--- config.mk ---
export PLATFORM = sky130hd
export DESIGN_NAME = ima_adpcm_resampling_decoder_core
export DESIGN_NICKNAME = d
export VERILOG_FILES = /design/src/rtl/imarsd_pkg.sv /design/src/rtl/imarsd_front.sv /design/src/rtl/imarsd_back.sv /design/src/rtl/ima_adpcm_resampling_decoder_core.sv
export SDC_FILE = /design/constraint.sdc
export NUM_CORES = 1
export LEC_CHECK = 0
export BUFFER_PORTS_ARGS = -buffer_cell sky130_fd_sc_hd__buf_4
export CORE_UTILIZATION = 30
export DETAILED_ROUTE_END_ITERATION = 8
export PLACE_DENSITY = 0.51
export SYNTH_ARGS = -nofsm -noshare
export SYNTH_HDL_FRONTEND = slang
export SYNTH_SLANG_ARGS = --single-unit
export TNS_END_PERCENT = 1
--- constraint.sdc ---
create_clock -name i_clk -period 32 [get_ports i_clk]
set_clock_uncertainty 0.05 [all_clocks]
set_input_delay 0 -clock i_clk [delete_from_list [all_inputs] [get_ports i_clk]]
set_output_delay 0 -clock i_clk [all_outputs]
set_load 0.02 [all_outputs]
--- src/rtl/imarsd_pkg.sv ---
// ============================================================================
// IMA ADPCM resampling decoder - shared package
// Widths, codes, request and result records, and the ADPCM step tables.
// ============================================================================
package imarsd_pkg;

    localparam int SIZE_BITS = 20;
    localparam int FRAC_W    = 12;
    localparam int PHASE_W   = SIZE_BITS + FRAC_W + 1;
    localparam int INC_W     = 16;
    localparam int NIB_W     = 20;
    localparam int ADDR_W    = 19;
    localparam int CFG_W     = 20;
    localparam int SAMP_W    = 16;
    localparam int IDX_W     = 7;
    localparam int STEP_W    = 15;
    localparam int BYTE_W    = 8;
    localparam int NIB_USE   = (SIZE_BITS < NIB_W) ? SIZE_BITS : NIB_W;

    localparam int Q_DEPTH   = 4;
    localparam int Q_PTR_W   = 2;
    localparam int Q_CNT_W   = 3;

    localparam logic [IDX_W-1:0]         IDX_MAX  = 7'd88;
    localparam logic signed [SAMP_W-1:0] PCM_MAX  = 16'sh7FFF;
    localparam logic signed [SAMP_W-1:0] PCM_MIN  = 16'sh8000;
    localparam logic signed [SAMP_W-1:0] OUT_MIN  = 16'sh8001;
    localparam logic [INC_W-1:0]         INC_RESET = 16'h1000;
    localparam logic [NIB_W-1:0]         NIB_RESET = 20'h00001;

    // Configuration register indexes.
    typedef enum logic [0:0] {
        CFG_PHASE_INC      = 1'b0,
        CFG_SAMPLE_NIBBLES = 1'b1
    } t_cfg_idx;

    // Classification of an incoming request.
    typedef enum logic {
        K_STEP  = 1'b0,
        K_BEGIN = 1'b1
    } t_kind;

    typedef struct packed {
        t_kind              kind;
        logic [BYTE_W-1:0]  rom_byte;
    } t_req;

    typedef struct packed {
        logic [INC_W-1:0] phase_inc;
        logic [NIB_W-1:0] sample_nibbles;
    } t_cfg;

    typedef struct packed {
        logic                     sample_valid;
        logic signed [SAMP_W-1:0] sample_out;
        logic                     last;
        logic                     byte_needed;
        logic [ADDR_W-1:0]        byte_address;
    } t_result;

    localparam logic [STEP_W-1:0] STEP_TABLE [0:88] = '{
        15'd7,     15'd8,     15'd9,     15'd10,    15'd11,    15'd12,    15'd13,
        15'd14,    15'd16,    15'd17,    15'd19,    15'd21,    15'd23,    15'd25,
        15'd28,    15'd31,    15'd34,    15'd37,    15'd41,    15'd45,    15'd50,
        15'd55,    15'd60,    15'd66,    15'd73,    15'd80,    15'd88,    15'd97,
        15'd107,   15'd118,   15'd130,   15'd143,   15'd157,   15'd173,   15'd190,
        15'd209,   15'd230,   15'd253,   15'd279,   15'd307,   15'd337,   15'd371,
        15'd408,   15'd449,   15'd494,   15'd544,   15'd598,   15'd658,   15'd724,
        15'd796,   15'd876,   15'd963,   15'd1060,  15'd1166,  15'd1282,  15'd1411,
        15'd1552,  15'd1707,  15'd1878,  15'd2066,  15'd2272,  15'd2499,  15'd2749,
        15'd3024,  15'd3327,  15'd3660,  15'd4026,  15'd4428,  15'd4871,  15'd5358,
        15'd5894,  15'd6484,  15'd7132,  15'd7845,  15'd8630,  15'd9493,  15'd10442,
        15'd11487, 15'd12635, 15'd13899, 15'd15289, 15'd16818, 15'd18500, 15'd20350,
        15'd22385, 15'd24623, 15'd27086, 15'd29794, 15'd32767
    };

    // Step index adjustment for the three magnitude bits of a nibble.
    function automatic logic signed [4:0] idx_adj(input logic [2:0] mag);
        logic signed [4:0] adj;
        case (mag)
            3'd4:    adj = 5'sd2;
            3'd5:    adj = 5'sd4;
            3'd6:    adj = 5'sd6;
            3'd7:    adj = 5'sd8;
            default: adj = -5'sd1;
        endcase
        return adj;
    endfunction

endpackage

--- src/rtl/imarsd_front.sv ---
// ============================================================================
// IMA ADPCM resampling decoder - front end
// Accepts requests, tags them as begin or step, and queues them for the back end.
// ============================================================================
module imarsd_front (
    input  logic                i_clk,
    input  logic                i_rst_n,
    input  logic                i_in_valid,
    output logic                o_in_stall,
    input  logic                i_begin_req,
    input  logic [7:0]          i_rom_byte,
    output logic                o_q_valid,
    output imarsd_pkg::t_req    o_q_req,
    input  logic                i_q_pop
);
    import imarsd_pkg::*;

    t_req               r_mem [Q_DEPTH];
    logic [Q_PTR_W-1:0] r_wr;
    logic [Q_PTR_W-1:0] r_rd;
    logic [Q_CNT_W-1:0] r_cnt;
    logic               push;
    logic               pop;
    t_req               req_in;

    assign o_in_stall = (r_cnt == Q_CNT_W'(Q_DEPTH));
    assign push       = i_in_valid && !o_in_stall;
    assign o_q_valid  = (r_cnt != '0);
    assign pop        = i_q_pop && o_q_valid;
    assign o_q_req    = r_mem[r_rd];

    always_comb begin
        req_in.kind     = i_begin_req ? K_BEGIN : K_STEP;
        req_in.rom_byte = i_rom_byte;
    end

    always_ff @(posedge i_clk) begin
        if (push) begin
            r_mem[r_wr] <= req_in;
        end
    end

    always_ff @(posedge i_clk) begin
        if (!i_rst_n) begin
            r_wr  <= '0;
            r_rd  <= '0;
            r_cnt <= '0;
        end else begin
            if (push) begin
                r_wr <= r_wr + 1'b1;
            end
            if (pop) begin
                r_rd <= r_rd + 1'b1;
            end
            case ({push, pop})
                2'b10:   r_cnt <= r_cnt + 1'b1;
                2'b01:   r_cnt <= r_cnt - 1'b1;
                default: r_cnt <= r_cnt;
            endcase
        end
    end

    // The fill count tracks the distance between the two pointers.
    a_cnt_ptr: assert property (@(posedge i_clk) disable iff (!i_rst_n)
        (r_cnt != Q_CNT_W'(Q_DEPTH)) |-> (r_cnt[Q_PTR_W-1:0] == Q_PTR_W'(r_wr - r_rd)))
        else $error("queue count out of step with pointers");

    a_no_overfill: assert property (@(posedge i_clk) disable iff (!i_rst_n)
        (r_cnt == Q_CNT_W'(Q_DEPTH)) |=> (r_cnt != '0))
        else $error("queue emptied from full in one cycle");

endmodule

--- src/rtl/imarsd_back.sv ---
// ============================================================================
// IMA ADPCM resampling decoder - back end
// Three-step sequencer: nibble decode and phase advance, interpolation
// multiply, then rounding, clamp and result register.
// ============================================================================
module imarsd_back (
    input  logic                i_clk,
    input  logic                i_rst_n,
    input  imarsd_pkg::t_cfg    i_cfg,
    input  logic                i_q_valid,
    input  imarsd_pkg::t_req    i_q_req,
    output logic                o_q_pop,
    output logic                o_out_valid,
    input  logic                i_out_stall,
    output imarsd_pkg::t_result o_result
);
    import imarsd_pkg::*;

    typedef enum logic [2:0] {
        S_DEC = 3'b001,
        S_MUL = 3'b010,
        S_OUT = 3'b100
    } t_state;

    t_state                   r_state;
    logic [PHASE_W-1:0]       r_phase;
    logic signed [SAMP_W-1:0] r_prev;
    logic signed [SAMP_W-1:0] r_cur;
    logic [IDX_W-1:0]         r_idx;
    logic                     r_hold;
    logic                     r_first;
    logic                     r_fin;

    // Per-request pipeline registers.
    logic                     r_act;
    logic                     r_smp_vld;
    logic                     r_bit_chg;
    logic [FRAC_W-1:0]        r_frac;
    logic                     r_last;
    logic                     r_need;
    logic [ADDR_W-1:0]        r_addr;
    logic signed [29:0]       r_prod;

    logic                     r_out_vld;
    t_result                  r_out;

    // Effective state after an optional begin.
    logic                     is_begin;
    logic [PHASE_W-1:0]       e_phase;
    logic signed [SAMP_W-1:0] e_cur;
    logic [IDX_W-1:0]         e_idx;
    logic                     e_hold;
    logic                     e_first;
    logic                     e_fin;
    logic                     act;

    logic [3:0]               nib;
    logic [IDX_W-1:0]         si;
    logic [STEP_W-1:0]        step;
    logic [16:0]              dq;
    logic signed [17:0]       v18;
    logic signed [SAMP_W-1:0] v_sat;
    logic signed [8:0]        ni;
    logic [IDX_W-1:0]         ni_sat;
    logic [PHASE_W-1:0]       p1;
    logic [PHASE_W-1:0]       end_phase;
    logic                     fin_n;
    logic                     hold_n;

    logic signed [16:0]       dv;
    logic signed [17:0]       quo;
    logic signed [18:0]       data19;
    logic signed [SAMP_W-1:0] data;
    logic                     out_free;
    logic                     pop;

    assign pop     = (r_state == S_DEC) && i_q_valid;
    assign o_q_pop = pop;

    always_comb begin
        is_begin = (i_q_req.kind == K_BEGIN);
        e_phase  = is_begin ? '0 : r_phase;
        e_cur    = is_begin ? '0 : r_cur;
        e_idx    = is_begin ? '0 : r_idx;
        e_hold   = is_begin ? 1'b0 : r_hold;
        e_first  = is_begin ? 1'b1 : r_first;
        e_fin    = is_begin ? 1'b0 : r_fin;
        act      = !e_fin && (i_cfg.phase_inc != '0);

        // Even nibble index takes the high half of the byte.
        nib  = e_phase[FRAC_W] ? i_q_req.rom_byte[3:0] : i_q_req.rom_byte[7:4];
        si   = (e_idx > IDX_MAX) ? IDX_MAX : e_idx;
        step = STEP_TABLE[si];
        dq   = 17'(step >> 3);
        if (nib[2]) begin
            dq = dq + 17'(step);
        end
        if (nib[1]) begin
            dq = dq + 17'(step >> 1);
        end
        if (nib[0]) begin
            dq = dq + 17'(step >> 2);
        end
        v18 = nib[3] ? (18'(e_cur) - $signed({1'b0, dq}))
                     : (18'(e_cur) + $signed({1'b0, dq}));
        if (v18 > 18'(PCM_MAX)) begin
            v_sat = PCM_MAX;
        end else if (v18 < 18'(PCM_MIN)) begin
            v_sat = PCM_MIN;
        end else begin
            v_sat = SAMP_W'(v18);
        end
        ni = $signed({2'b00, si}) + 9'(idx_adj(nib[2:0]));
        if (ni < 0) begin
            ni_sat = '0;
        end else if (ni > $signed({2'b00, IDX_MAX})) begin
            ni_sat = IDX_MAX;
        end else begin
            ni_sat = IDX_W'(ni);
        end

        p1        = e_phase + PHASE_W'(i_cfg.phase_inc);
        end_phase = PHASE_W'(i_cfg.sample_nibbles[NIB_USE-1:0]) << FRAC_W;
        fin_n     = (p1 >= end_phase);
        hold_n    = (e_phase[FRAC_W] == p1[FRAC_W]);
    end

    // Interpolation: prev + floor(diff * frac / 4096), clamped symmetric.
    always_comb begin
        dv     = 17'(r_cur) - 17'(r_prev);
        quo    = 18'(r_prod >>> FRAC_W);
        data19 = 19'(r_prev) + 19'(quo);
        if (data19 > 19'(PCM_MAX)) begin
            data = PCM_MAX;
        end else if (data19 < 19'(OUT_MIN)) begin
            data = OUT_MIN;
        end else begin
            data = SAMP_W'(data19);
        end
    end

    assign out_free = !r_out_vld || !i_out_stall;

    always_ff @(posedge i_clk) begin
        if (!i_rst_n) begin
            r_state   <= S_DEC;
            r_phase   <= '0;
            r_prev    <= '0;
            r_cur     <= '0;
            r_idx     <= '0;
            r_hold    <= 1'b0;
            r_first   <= 1'b1;
            r_fin     <= 1'b1;
            r_out_vld <= 1'b0;
        end else begin
            if ((r_state == S_OUT) && out_free) begin
                r_out_vld <= 1'b1;
            end else if (r_out_vld && !i_out_stall) begin
                r_out_vld <= 1'b0;
            end
            case (r_state)
                S_DEC: begin
                    if (pop) begin
                        r_state <= S_MUL;
                        if (is_begin) begin
                            r_prev <= '0;
                        end
                        if (act) begin
                            r_phase <= p1;
                            r_cur   <= e_hold ? e_cur : v_sat;
                            r_idx   <= e_hold ? e_idx : ni_sat;
                            r_hold  <= hold_n;
                            r_first <= 1'b0;
                            r_fin   <= fin_n;
                        end else begin
                            r_phase <= e_phase;
                            r_cur   <= e_cur;
                            r_idx   <= e_idx;
                            r_hold  <= e_hold;
                            r_first <= e_first;
                            r_fin   <= e_fin;
                        end
                    end
                end
                S_MUL: begin
                    r_state <= S_OUT;
                end
                S_OUT: begin
                    if (out_free) begin
                        r_state <= S_DEC;
                        if (r_act && r_bit_chg) begin
                            r_prev <= r_cur;
                        end
                    end
                end
                default: begin
                    r_state <= S_DEC;
                end
            endcase
        end
    end

    always_ff @(posedge i_clk) begin
        if (pop) begin
            r_act     <= act;
            r_smp_vld <= act && !e_first;
            r_bit_chg <= !hold_n;
            r_frac    <= e_phase[FRAC_W-1:0];
            r_last    <= act && fin_n;
            r_need    <= act && !fin_n && !hold_n;
            r_addr    <= (act && !fin_n) ? ADDR_W'(p1 >> (FRAC_W + 1)) : '0;
        end
        if (r_state == S_MUL) begin
            r_prod <= dv * $signed({1'b0, r_frac});
        end
        if ((r_state == S_OUT) && out_free) begin
            r_out.sample_valid <= r_smp_vld;
            r_out.sample_out   <= r_smp_vld ? data : '0;
            r_out.last         <= r_last;
            r_out.byte_needed  <= r_need;
            r_out.byte_address <= r_addr;
        end
    end

    assign o_out_valid = r_out_vld;
    assign o_result    = r_out;

    a_idx_range: assert property (@(posedge i_clk) disable iff (!i_rst_n)
        r_idx <= IDX_MAX)
        else $error("step index beyond table");

    a_last_no_fetch: assert property (@(posedge i_clk) disable iff (!i_rst_n)
        (r_out_vld && r_out.last) |-> (!r_out.byte_needed && r_out.byte_address == '0))
        else $error("byte requested after end of sample");

    a_out_clamp: assert property (@(posedge i_clk) disable iff (!i_rst_n)
        r_out_vld |-> (r_out.sample_out != PCM_MIN))
        else $error("output sample escaped clamp");

    a_one_result: assert property (@(posedge i_clk) disable iff (!i_rst_n)
        pop |=> !pop)
        else $error("second request taken while one in flight");

endmodule

--- src/rtl/ima_adpcm_resampling_decoder_core.sv ---
// ============================================================================
// IMA ADPCM resampling decoder - top level
// Decodes 4-bit IMA ADPCM and resamples it by linear interpolation.
// ============================================================================
// Usage:
//   Each input request (i_begin_req, i_rom_byte) is one phase step of the
//   resampler and yields exactly one result request. A request with
//   i_begin_req set restarts the sample; its byte is byte 0 of the sample.
//   Later requests carry the byte at the o_byte_address given by the result
//   of the previous request, when o_byte_needed was set.
//   Both channels use valid/stall: a request moves on an edge with valid high
//   and stall low. The input side has a four-entry queue, so requests are
//   taken while earlier ones are still being decoded or wait at the output.
//   The back end takes each request through decode, multiply, then round and
//   clamp into the result register, and pops no new request until that result
//   is registered; a stall at the output holds it in the round-and-clamp step.
//   When the receiver stalls, the result holds, the back end waits, and the
//   queue fills before o_in_stall rises.
//   Reset clears the queue and the decoder; the block then idles (all-zero
//   results) until a begin request. Configuration must be written through
//   i_cfg_we/i_cfg_index/i_cfg_data only while the block is idle; unchecked.
// ============================================================================
module ima_adpcm_resampling_decoder_core (
    input  logic         i_clk,
    input  logic         i_rst_n,
    input  logic         i_cfg_we,
    input  logic [0:0]   i_cfg_index,
    input  logic [19:0]  i_cfg_data,
    input  logic         i_in_valid,
    output logic         o_in_stall,
    input  logic         i_begin_req,
    input  logic [7:0]   i_rom_byte,
    output logic         o_out_valid,
    input  logic         i_out_stall,
    output logic         o_sample_valid,
    output logic [15:0]  o_sample_out,
    output logic         o_last,
    output logic         o_byte_needed,
    output logic [18:0]  o_byte_address
);
    import imarsd_pkg::*;

    logic [INC_W-1:0] r_phase_inc;
    logic [NIB_W-1:0] r_sample_nibbles;
    t_cfg             cfg;
    logic             q_valid;
    t_req             q_req;
    logic             q_pop;
    t_result          result;

    // Configuration registers; writes are plain and unacknowledged.
    always_ff @(posedge i_clk) begin
        if (!i_rst_n) begin
            r_phase_inc      <= INC_RESET;
            r_sample_nibbles <= NIB_RESET;
        end else if (i_cfg_we) begin
            case (t_cfg_idx'(i_cfg_index))
                CFG_PHASE_INC:      r_phase_inc      <= i_cfg_data[INC_W-1:0];
                CFG_SAMPLE_NIBBLES: r_sample_nibbles <= i_cfg_data[NIB_W-1:0];
                default: begin
                end
            endcase
        end
    end

    assign cfg.phase_inc      = r_phase_inc;
    assign cfg.sample_nibbles = r_sample_nibbles;

    // Front end: takes requests and buffers them for the decoder.
    imarsd_front u_front (
        .i_clk       (i_clk),
        .i_rst_n     (i_rst_n),
        .i_in_valid  (i_in_valid),
        .o_in_stall  (o_in_stall),
        .i_begin_req (i_begin_req),
        .i_rom_byte  (i_rom_byte),
        .o_q_valid   (q_valid),
        .o_q_req     (q_req),
        .i_q_pop     (q_pop)
    );

    // Back end: decoder state, interpolation and the result register.
    imarsd_back u_back (
        .i_clk       (i_clk),
        .i_rst_n     (i_rst_n),
        .i_cfg       (cfg),
        .i_q_valid   (q_valid),
        .i_q_req     (q_req),
        .o_q_pop     (q_pop),
        .o_out_valid (o_out_valid),
        .i_out_stall (i_out_stall),
        .o_result    (result)
    );

    assign o_sample_valid = result.sample_valid;
    assign o_sample_out   = result.sample_out;
    assign o_last         = result.last;
    assign o_byte_needed  = result.byte_needed;
    assign o_byte_address = result.byte_address;

endmodule
==> impl_metrics.ini <==
[outcome]
status = complete, no violations

[logic_synthesis]
synth_edf_count = 128
synth_cell_types = 104
synth_commonest_cells = nand2_1, inv_1, a21oi_1
avgSynthCellArea_um2 = 8.56
seq_area_frac_synth = 0.236
ys.flop_type = edfxtp_1
synthTopCellsByArea = fa_1, edfxtp_1, ha_1
netlist_instances = 3128
synth-async-reset-ratio = 0
ys.warnings.count = 0
syn_area_um2 = 26800
syn_nets = 3574
synth-seq-cells = 252
synth_top_area_frac = 0.146
yosysTopAreaCell = fa_1
post-synth-top-count-cell = nand2_1

[drt]
routed_via_density = 5.23
drtAntennaViolNets = 0
totalWireLength_um = 78500
drt_iter0_markers = 1923
post_drt_wl_per_cell_um = 18.1
drc = 0
route.vias.total = 22690
firstDrtPassIters = 5

[worst_setup_path]
critPathKind = reg2reg
startpoint_type = register
required_ns = 32.44
r2r_cells = 43
critical_path.endpoint_type = register
cp.arrival_ns = 13.01
max_stage_delay_ns = 0.93
cp_max_fo = 25
slowest_stage = a2111oi_0

[cts]
clk_pin_slew_ns = 0.06
post-cts-setup-buffer-count = 0
htree_levels = 1
numClockSinks = 252
cts-buffers-inserted = 30
cts_root_buf = clkbuf_16
cts_tree = built
clkLatencyLatePin_ns = 0.57
clockBufferDepth = 3

[grt]
grt_pass1_wl_um = 125000
grt_max_degree = 77
grt_pass1_vias = 22160
grt-ovfl-total = 0
antenna_found_initial = 0
grt_usage = 0.172

[sta]
rsz0062_at_grt = no
relSlewSlack = 0.195
setup_tns_ns = 0
timing.fmax_ghz = 0.0796
fin_crit_sh = 0.393
min_period_ns = 12.56
setup_slack_ns = 19.44
finalHoldViolCount = 0
drv_slew = 0
setup_viol = 0
tightest_slew_ns = 1.20

[die]
die-area_um2 = 90400
rows = 109
start_util = 0.303
die_w_um = 301
coreArea_um2 = 88400
die_y_um = 301
io_pins = 75

[final_layout]
n_antenna_cell = 0
finalNetCount = 3597
drive_gt1_frac = 0.0706
areaGrowthSynthToFinish_pct = 11.2
fill_cells = 9291

[job]
maxCapViolCount = 0

[placement]
post-place-ws_ns = 19.46
hpwl_um = 59700
place_congestion = 0.907
numPortBuffers = 74

[hold_path]
holdCritPathClass = in2reg
hold-path-cell-count = 4
[state kept, by name (all words and copies together) (netlist names), 3 cells and up, named ones only]
name / flops
u_front.r_cnt: 3
u_back.r_frac: 12
u_back.r_state: 3
r_phase_inc: 16
u_front.r_mem: 36
u_back.r_idx: 7
u_back.o_result: 38
u_back.r_prod: 18
u_back.r_prev: 16
u_back.r_cur: 16
u_back.r_phase: 33
u_back.r_addr: 19
r_sample_nibbles: 20
[worst paths after layout]
check | end | from | slack [ns]
worst max-delay path | u_back.r_cur[11] | register | 19.44
worst min-delay path | r_phase_inc[2] | i_cfg_we | 0.04
worst max register to register | u_back.r_cur[11] | register | 19.44
worst min register to register | u_back.o_result[18] | u_back.r_addr[18] | 0.35
[final cells by class]
class	count	area [um^2]	area share
Sequential cell	252	6330	0.212
Clock inverter	18	146	0.00492
Tap cell	1165	1460	0.0490
Multi-Input combinational cell	2392	18600	0.624
Timing Repair Buffer	149	1210	0.0407
Inverter	326	1220	0.0411
Clock buffer	38	822	0.0276
[cell families after synthesis]
family,share of synthesized area
XOR/XNOR,0.0431
flip-flops,0.236
AO/OA/AOI/OAI,0.210
buffers and inverters,0.0700
AND/OR/NAND/NOR,0.183
multiplexers,0.0108
adder cells (fa/ha/maj),0.247
[per-stage QoR]
stage / area (um^2) / instances / hold slack (ns) / utilization
after floorplan: 26800 / 3128 / 0.0489 / -
after global placement: 28400 / 4247 / 0.159 / 0.322
after detailed placement: 28400 / 4247 / 0.158 / 0.322
after CTS: 29800 / 4340 / 0.0218 / 0.337
after global routing: 29800 / 4340 / 0.0570 / 0.337
final: 29800 / 4340 / 0.0354 / 0.337
[layer usage]
layer | GRT usage | part of all wire | vias to the layer above | routed length, um
met4 | 0.0343 | 0.020 | 0 | 1550
met1 | 0.245 | 0.48 | 11006 | 37800
met2 | 0.281 | 0.45 | 570 | 35500
met3 | 0.0163 | 0.046 | 86 | 3630
li1 | - | - | 11028 | -
met5 | 0 | 0 | - | 0
[timing repair]
item                      CTS  global route
resized for setup           0             0
hold endpoints to repair  100             0
hold buffers               37             0
[worst max-delay path: cells and delay by family, from the launching register on]
kind	cells	cell delay (ns)
mux	2	1.16
buf+inv	3	0.60
simple gates	9	1.67
flops	1	0.52
compound gates	21	5.83
xor+xnor	3	0.86
fa+ha+maj	5	1.77
[layout by cell type (no fill, tap or decap), types with 36 or more instances in the layout]
cell	instances
a211oi_1	36
a21o_1	52
a21oi_1	224
and2_1	96
buf_4	112
dfxtp_1	124
dlygate4sd3_1	37
edfxtp_1	128
fa_1	195
ha_1	216
inv_1	319
nand2_1	362
nand3_1	67
nor2_1	179
nor2b_1	82
nor3_1	53
o211ai_1	44
o21ai_0	144
xnor2_1	85
xor2_1	42
Power is left out: the tool's default activity adds up to more than one toggle a clock period on the data nets, which glitch-free logic cannot reach.
